## src/hw/rtl/actor_mailbox_queue_engine_core_assert.svh

```systemverilog
// -----------------------------------------------------------------------------
// actor mailbox queue engine assertion macros
// concurrent checks used at the end of the core
// -----------------------------------------------------------------------------
`ifndef ACTOR_MAILBOX_QUEUE_ENGINE_CORE_ASSERT_SVH
`define ACTOR_MAILBOX_QUEUE_ENGINE_CORE_ASSERT_SVH

// same-cycle implication
`define AMQ_ASSERT_NOW(label, clk, rst, ante, cons, msg) \
   label: assert property (@(posedge clk) disable iff (rst) (ante) |-> (cons)) \
      else $error(msg);

// next-cycle implication
`define AMQ_ASSERT_NEXT(label, clk, rst, ante, cons, msg) \
   label: assert property (@(posedge clk) disable iff (rst) (ante) |=> (cons)) \
      else $error(msg);

`endif

```

## src/hw/rtl/amq_pkg.sv

```systemverilog
// -----------------------------------------------------------------------------
// amq_pkg
// shared widths, command and status codes, and item types of the mailbox engine
// -----------------------------------------------------------------------------
package amq_pkg;

   localparam int CMD_W      = 3;
   localparam int HANDLE_W   = 6;
   localparam int TAG_W      = 4;
   localparam int WORD_W     = 32;
   localparam int STATUS_W   = 4;
   localparam int DEPTH_W    = 4;
   localparam int ENTRY_W    = 2 * WORD_W;

   localparam int REQ_ITEM_W  = CMD_W + HANDLE_W + TAG_W + 2 * WORD_W;
   localparam int RSP_ITEM_W  = STATUS_W + WORD_W + DEPTH_W + WORD_W + TAG_W;
   localparam int REQ_TDATA_W = ((REQ_ITEM_W + 7) / 8) * 8;
   localparam int RSP_TDATA_W = ((RSP_ITEM_W + 7) / 8) * 8;
   localparam int RSP_PAD_W   = RSP_TDATA_W - RSP_ITEM_W;

   localparam logic [CMD_W-1:0] CMD_BIND     = 3'd0;
   localparam logic [CMD_W-1:0] CMD_ENQUEUE  = 3'd1;
   localparam logic [CMD_W-1:0] CMD_DRAIN    = 3'd2;
   localparam logic [CMD_W-1:0] CMD_CANCEL   = 3'd3;
   localparam logic [CMD_W-1:0] CMD_REPORT   = 3'd4;
   localparam logic [CMD_W-1:0] CMD_SHUTDOWN = 3'd5;

   localparam logic [STATUS_W-1:0] ST_OK         = 4'd0;
   localparam logic [STATUS_W-1:0] ST_BAD_HANDLE = 4'd1;
   localparam logic [STATUS_W-1:0] ST_STALE      = 4'd2;
   localparam logic [STATUS_W-1:0] ST_BAD_EXEC   = 4'd3;
   localparam logic [STATUS_W-1:0] ST_UNBOUND    = 4'd4;
   localparam logic [STATUS_W-1:0] ST_MISMATCH   = 4'd5;
   localparam logic [STATUS_W-1:0] ST_SHUTDOWN   = 4'd6;
   localparam logic [STATUS_W-1:0] ST_EMPTY      = 4'd7;
   localparam logic [STATUS_W-1:0] ST_DRIFT      = 4'd8;
   localparam logic [STATUS_W-1:0] ST_METHOD_ERR = 4'd9;
   localparam logic [STATUS_W-1:0] ST_FULL       = 4'd10;

   // first field in the highest bits
   typedef struct packed {
      logic signed [WORD_W-1:0] fault_word;
      logic signed [WORD_W-1:0] enqueue_value;
      logic [TAG_W-1:0]         exec_id;
      logic [HANDLE_W-1:0]      actor_ref;
      logic [CMD_W-1:0]         command;
   } req_item_type;

   typedef struct packed {
      logic [TAG_W-1:0]         expected_executor;
      logic [WORD_W-1:0]        message_number;
      logic [DEPTH_W-1:0]       queue_depth;
      logic signed [WORD_W-1:0] result_value;
      logic [STATUS_W-1:0]      status;
   } rsp_item_type;

   typedef struct packed {
      logic bind_we;
      logic shut_set;
      logic queue_we;
      logic last_we;
      logic seq_we;
      logic mem_we;
   } upd_type;

endpackage

```

## src/hw/rtl/amq_exec.sv

```systemverilog
// -----------------------------------------------------------------------------
// amq_exec
// command checks and actions for one item against its actor's table snapshot
// -----------------------------------------------------------------------------
module amq_exec import amq_pkg::*; #(
   parameter int NUM_EXECUTORS = 4,
   parameter int QUEUE_DEPTH   = 8,
   localparam int SLOT_W  = (QUEUE_DEPTH > 1) ? $clog2(QUEUE_DEPTH) : 1,
   localparam int COUNT_W = $clog2(QUEUE_DEPTH + 1)
) (
   input  req_item_type       item,
   input  logic               handle_ok,
   input  logic [TAG_W-1:0]   bound,
   input  logic               shut,
   input  logic [SLOT_W-1:0]  head,
   input  logic [COUNT_W-1:0] count,
   input  logic [WORD_W-1:0]  last,
   input  logic [WORD_W-1:0]  seq,
   input  logic [ENTRY_W-1:0] entry,
   output logic               rsp_valid,
   output rsp_item_type       rsp,
   output upd_type            upd,
   output logic [TAG_W-1:0]   new_bound,
   output logic               new_shut,
   output logic [SLOT_W-1:0]  new_head,
   output logic [COUNT_W-1:0] new_count,
   output logic [WORD_W-1:0]  new_last,
   output logic [WORD_W-1:0]  new_seq,
   output logic [SLOT_W-1:0]  wr_slot,
   output logic [ENTRY_W-1:0] wr_data
);

   localparam logic [COUNT_W:0] QD_WIDE = (COUNT_W + 1)'(QUEUE_DEPTH);

   logic               tag_ok;
   logic               full;
   logic [COUNT_W:0]   tail_sum;
   logic [SLOT_W-1:0]  head_next;
   logic [WORD_W-1:0]  entry_num;
   logic [WORD_W-1:0]  entry_val;

   assign tag_ok    = (item.exec_id != '0) &&
                      (item.exec_id <= TAG_W'(NUM_EXECUTORS));
   assign full      = (count == COUNT_W'(QUEUE_DEPTH));
   assign tail_sum  = (COUNT_W + 1)'(head) + (COUNT_W + 1)'(count);
   assign wr_slot   = (tail_sum >= QD_WIDE) ? SLOT_W'(tail_sum - QD_WIDE)
                                            : SLOT_W'(tail_sum);
   assign head_next = (head == SLOT_W'(QUEUE_DEPTH - 1)) ? '0 : head + SLOT_W'(1);
   assign entry_num = entry[ENTRY_W-1:WORD_W];
   assign entry_val = entry[WORD_W-1:0];
   assign new_seq   = seq + WORD_W'(1);
   assign wr_data   = {new_seq, item.enqueue_value};
   assign rsp_valid = (item.command <= CMD_SHUTDOWN);
   assign new_shut  = shut | upd.shut_set;

   always_comb begin
      rsp       = '0;
      upd       = '0;
      new_bound = bound;
      new_head  = head;
      new_count = count;
      new_last  = last;
      priority if (!handle_ok) begin
         rsp.status = ST_BAD_HANDLE;
      end else if (item.command == CMD_BIND) begin
         priority if (shut) begin
            rsp.status = ST_STALE;
         end else if (!tag_ok) begin
            rsp.status = ST_BAD_EXEC;
         end else begin
            rsp.status            = ST_OK;
            rsp.result_value      = WORD_W'(item.exec_id);
            rsp.queue_depth       = DEPTH_W'(count);
            rsp.expected_executor = item.exec_id;
            upd.bind_we           = 1'b1;
            new_bound             = item.exec_id;
         end
      end else begin
         rsp.queue_depth = DEPTH_W'(count);
         priority if (!tag_ok) begin
            rsp.status = ST_BAD_EXEC;
         end else if (bound == '0) begin
            rsp.status = ST_UNBOUND;
         end else begin
            rsp.expected_executor = bound;
            priority if (bound != item.exec_id) begin
               rsp.status = ST_MISMATCH;
            end else if (shut) begin
               rsp.status = ST_SHUTDOWN;
            end else begin
               unique case (item.command)
                  CMD_ENQUEUE: begin
                     if (full) begin
                        rsp.status = ST_FULL;
                     end else begin
                        rsp.status         = ST_OK;
                        rsp.result_value   = item.enqueue_value;
                        rsp.queue_depth    = DEPTH_W'(count + COUNT_W'(1));
                        rsp.message_number = new_seq;
                        upd.seq_we         = 1'b1;
                        upd.mem_we         = 1'b1;
                        upd.queue_we       = 1'b1;
                        new_count          = count + COUNT_W'(1);
                     end
                  end
                  CMD_DRAIN: begin
                     priority if (count == '0) begin
                        rsp.status = ST_EMPTY;
                     end else if (entry_num <= last) begin
                        rsp.status = ST_DRIFT;
                     end else begin
                        rsp.status         = ST_OK;
                        rsp.result_value   = entry_val;
                        rsp.queue_depth    = DEPTH_W'(count - COUNT_W'(1));
                        rsp.message_number = entry_num;
                        upd.last_we        = 1'b1;
                        upd.queue_we       = 1'b1;
                        new_last           = entry_num;
                        new_head           = head_next;
                        new_count          = count - COUNT_W'(1);
                     end
                  end
                  CMD_REPORT: begin
                     rsp.status       = ST_METHOD_ERR;
                     rsp.result_value = item.fault_word;
                  end
                  CMD_CANCEL, CMD_SHUTDOWN: begin
                     // entry holds the newest message when the mailbox is not empty
                     rsp.status       = ST_OK;
                     rsp.result_value = WORD_W'(count);
                     rsp.queue_depth  = '0;
                     upd.queue_we     = 1'b1;
                     upd.shut_set     = (item.command == CMD_SHUTDOWN);
                     new_head         = '0;
                     new_count        = '0;
                     if (count != '0) begin
                        upd.last_we = 1'b1;
                        new_last    = entry_num;
                     end
                  end
                  default: begin
                     rsp.status = ST_OK;
                  end
               endcase
            end
         end
      end
   end

endmodule
```

## config.mk

```make
export PLATFORM = sky130hd
export DESIGN_NAME = amq_exec
export DESIGN_NICKNAME = d
export VERILOG_FILES = /design/src/hw/rtl/actor_mailbox_queue_engine_core_assert.svh /design/src/hw/rtl/amq_pkg.sv /design/src/hw/rtl/amq_exec.sv
export SDC_FILE = /design/constraint.sdc
export NUM_CORES = 1
export LEC_CHECK = 0
export ABC_AREA = 1
export BUFFER_PORTS_ARGS = -buffer_cell sky130_fd_sc_hd__buf_2
export CAP_MARGIN = 10
export CORE_AREA = 8 8 166 168
export DETAILED_ROUTE_END_ITERATION = 10
export DIE_AREA = 0 0 174 176
export GPL_ROUTABILITY_DRIVEN = 0
export SLEW_MARGIN = 20
export SYNTH_ARGS = -nofsm -noshare
export SYNTH_HDL_FRONTEND = slang
export SYNTH_SLANG_ARGS = --single-unit
```

## constraint.sdc

```tcl
create_clock -name vclk -period 2.3
set_input_delay 0.345 -clock vclk [all_inputs]
set_output_delay 0.345 -clock vclk [all_outputs]
set_load 0.03 [all_outputs]
```

[Word level (Yosys, flattened, before mapping)]
Index checks and enable logic that the tools add are counted.
Storage, ports and cells
  input bits: 218
  output and inout port bits: 226
  register bits after elaboration: 0
  logic and storage cells: 108
Operators by class
  equal/unequal tests: 8
  $lt $le $gt $ge: 4
  add/sub/neg operators: 6
  reductions and logical operators: 7
  multiplexer cells: 82
  bitwise operators: 1
Operators by type and width (number)
  $mux 68: 5
  $mux 32: 10
  $mux 72: 3
  $pmux 32 s2: 2
  $pmux 32 s4: 1
  $mux 4: 24
  $mux 36: 2
  $mux 40: 1
  $pmux 4 s3: 3
  $add 32x1->32 const B: 1
  $le 32x32->1: 1
  $mux 3: 10
  $mux 5: 5
  $mux 2: 6
  $eq 3x3->1 const B: 3
  $logic_not 4->1: 2
  $reduce_bool 4->1: 2
  $eq 3x2->1 const B: 2
  $mux 1: 6
  $mux 6: 1
  $pmux 3 s2: 1
  $add 3x4->5: 1
  $ge 5x4->1 const B: 1
  $add 4x1->4 const B: 1
  14 further kinds: 14

[Depth between registers and ports, before layout]
  word-level depth: 11
  gate-level depth with buffers: 20
  mapped depth without buffers: 20

[Worst setup path before layout]
Ideal clock, no wire load.
  path type: input to output
  from: input port seq[0]
  to: output port rsp[69] (netlist name)
  buffers on the path: 0
  path slack: -588 ps
  cell stages on the path: 12
  data arrival time: 2543 ps
  cell sequence: inv_1 -> nor2_1 -> nand2_1 -> nor2_2 -> nand2_1 -> inv_1 -> nand2_1 -> inv_1 -> nand3_1 -> xor2_1 -> nand2_1 -> a21oi_1
RTL lines
  start, declared: line amq_exec.sv:18  | input logic [WORD_W-1:0] seq,
  end, declared: line amq_exec.sv:21  | output rsp_item_type rsp,

==> impl_metrics.sql <==
INSERT INTO impl_metrics (metric_group, metric, value, unit) VALUES
('run_status', 'outcome', 'finished, violations left', ''),
('run_status', 'violations', 'setup timing', ''),
('die', 'dieArea', '30600', 'µm²'),
('timing', 'hold_viol', '0', ''),
('routing', 'avgViaCountPerCell', '4.65', ''),
('routing', 'drtPass1Iterations', '5', ''),
('routing', 'drtIter0Drc', '526', ''),
('global_route', 'pin_count_of_the_biggest_net_entering_global_routing', '34', ''),
('critical_path', 'crit_path_max_cell_delay', '310', 'ps'),
('die', 'die_height', '176', 'µm'),
('synthesis', 'ys_warn_count', '0', ''),
('critical_path', 'critical-path-slowest-cell', 'ha_4', ''),
('cells_and_area', 'seq_cell_count', '0', ''),
('timing', 'setup_viol', '110', ''),
('critical_path', 'cp_cell_sequence', 'buf_6 -> clkinvlp_4 -> ha_4 -> nand4_1 -> nor4_4 -> nand2_1 -> nand2_2 -> nand3_4 -> buf_6 -> buf_12 -> nor2_1 -> inv_1 -> a21oi_4 -> buf_6', ''),
('placed_design', 'post-place-cells', '1884', ''),
('critical_path', 'worst-path-max-fanout', '5', ''),
('cells_and_area', 'sequential_cell_area', '0', 'µm²'),
('placed_design', 'port_buffers', '438', ''),
('synthesis', 'synth_area', '5610', 'µm²'),
('critical_path', 'endpoint_kind', 'primary output', ''),
('routing', 'post_drt_wl_per_cell', '18.5', 'µm'),
('critical_path', 'critical_path.n_buffers_inverters', '6', ''),
('hold_path', 'min_path_type', 'in -> out', ''),
('cells_and_area', 'finish.net_count', '1839', ''),
('global_route', 'grt_usage', '20.9', '%'),
('timing', 'total_negative_slack', '-51350', 'ps'),
('placed_design', 'placed_area', '10400', 'µm²'),
('synthesis', 'syn-num-nets', '1285', ''),
('global_route', 'first_global_vias', '9141', ''),
('hold_path', 'holdPathEnd', 'wr_data[23]', ''),
('timing', 'finalWorstSetupSlack', '-557', 'ps'),
('synthesis', 'cell_count_after_synthesis', '1028', ''),
('hold_path', 'hold_start', 'item[36]', ''),
('global_route', 'number_of_antenna_violations_at_the_first_check_in_global_routing', '4', ''),
('routing', 'route.vias.total', '8908', ''),
('global_route', 'wire_length_of_the_first_global_routing_pass', '52000', 'µm'),
('critical_path', 'start_kind', 'primary input', ''),
('synthesis', 'synth_top_cell_area_share', '16.8', '%'),
('cells_and_area', 'final_design_area_no_fill', '12600', 'µm²'),
('routing', 'route.final.wire_length', '35400', 'µm'),
('power_and_ir_drop', 'p_per_area', '158', 'nW/µm²'),
('die', 'die_w', '174', 'µm'),
('cells_and_area', 'layout_clock_buffer_count', '0', ''),
('timing', 'rsz0062_at_grt', 'yes', ''),
('cells_and_area', 'fillCellCount', '2394', ''),
('synthesis', 'synth.top_cells.by_count', 'nand2_1, inv_1, nor2_1, buf_4, a21oi_1', ''),
('timing', 'timing.slew.headroom', '72.9', '%'),
('die', 'rows', '58', ''),
('critical_path', 'critical_path_s_top_delay_family', 'simple AND/OR/NAND/NOR gates', ''),
('critical_path', 'cp.required', '1960', 'ps'),
('clock_tree', 'cts_hold_buf', '0', ''),
('power_and_ir_drop', 'total_leakage_power', '5.86', 'nW'),
('cells_and_area', 'drive_above_1_share', '64.5', '%'),
('die', 'io_pins', '444', ''),
('critical_path', 'data_arrival_time_of_the_critical_path', '2510', 'ps'),
('routing', 'antenna_violation_net_count_after_detailed_routing', '0', ''),
('synthesis', 'ys_seq_area_share', '0', '%'),
('synthesis', 'netlist_top_cells_area', 'nand2_1, inv_1, buf_4', ''),
('critical_path', 'cpMostUsedCell', 'buf_6', ''),
('synthesis', 'avgSynthCellArea', '5.46', 'µm²'),
('synthesis', 'post_synth_num_cell_types', '45', ''),
('die', 'placeableCoreArea', '24800', 'µm²'),
('timing', 'max_clock_freq', '350', 'MHz'),
('synthesis', 'post-synth-top-area-cell', 'nand2_1', ''),
('routing', 'remaining_design_rule_violation_count', '0', ''),
('die', 'start_util', '22.6', '%'),
('power_and_ir_drop', 'power.ir.vdd_worst', '0.111', 'mV'),
('critical_path', 'worst-setup-path-type', 'in -> out', ''),
('global_route', 'grt-ovfl-total', '0', ''),
('cells_and_area', 'fin_cells', '1914', ''),
('placed_design', 'place_hpwl', '28900', 'µm'),
('timing', 'timing.final.crit_share', '124', '%'),
('cells_and_area', 'flow.area_growth_from_synthesis', '125', '%'),
('synthesis', 'post-synth-top-count-cell', 'nand2_1', ''),
('timing', 'timing.final.crit_period', '2860', 'ps'),
('hold_path', 'hold-path-cell-count', '2', ''),
('timing', 'worst_pin_slew', '405', 'ps'),
('flow_run', 'maxCapViolCount', '0', ''),
('timing', 'report.final.slew_viol_count', '0', '');
timing repair:
item                                    CTS  global route
cloned                                    8             2
endpoints found under the setup margin  118           130
resized for setup                       392           139
setup buffers                            15             5
pin swaps                                52            55
area by class of cell:
type	count	area, µm²	area share (%)
diodes	4	10.0	0.0794
repair buffers	654	5060	40.2
well taps	330	413	3.27
repair inverters	3	48.8	0.387
inverters	187	776	6.15
multi-input cells	736	6300	50.0
kinds of logic (layout without fill, tap and decap cells):
family | Yosys count | after routing | synth area share [%]
xor gates and xnor gates | 38 | 38 | 5.93
AOI/OAI and AO/OA | 216 | 216 | 25.3
buffers and inverters | 292 | 844 | 26.5
adders and majority gates | 39 | 39 | 8.83
and+or+nand+nor | 443 | 443 | 33.5
other | 0 | 4 | 0
power by group:
part	switching, mW	internal, mW
Combinational	1.18	0.809
Sequential	0	0
Clock	0	0.000000166
per-layer routing:
metal  vias to the layer above  track usage, %  part of all wire, %
li1                       4344               -                    -
met1                      4211            26.7                   42
met2                       305            36.5                   50
met3                        46            3.38                  5.8
met4                         2            4.06                  1.8
met5                         -               0                0.037
worst max path at each step:
stage,start,endpoint,slack (ps),cells past startpoint
after floorplan,seq[0],rsp[69],-160,12
after global placement,last[16],new_last[16],-730,13
after detailed placement,last[16],new_last[16],-720,13
after CTS,last[16],rsp[56],-530,15
after global routing,last[16],new_last[18],-710,13
final,last[16],rsp[48],-560,14
metrics by stage:
stage	hold WS [ps]	power, mW	setup WS (ps)	util (%)
floorplan	780	1.00	-161	-
global placement	961	1.69	-732	42.1
detailed placement	962	1.70	-721	42.1
CTS	962	1.90	-526	48.4
global route	967	2.13	-708	50.8
finish	963	1.99	-557	50.8
cell usage in the layout, fill, tap and decap left out, drive strengths merged, types with 24 or more instances in the layout:
cell type,count
xor2,26
o21ai,86
inv,182
buf,652
a211oi,32
nand3,24
ha,38
a31oi,30
nand2,259
nor2,125
a21oi,58
No activity file was read; power rests on OpenSTA's default activity.
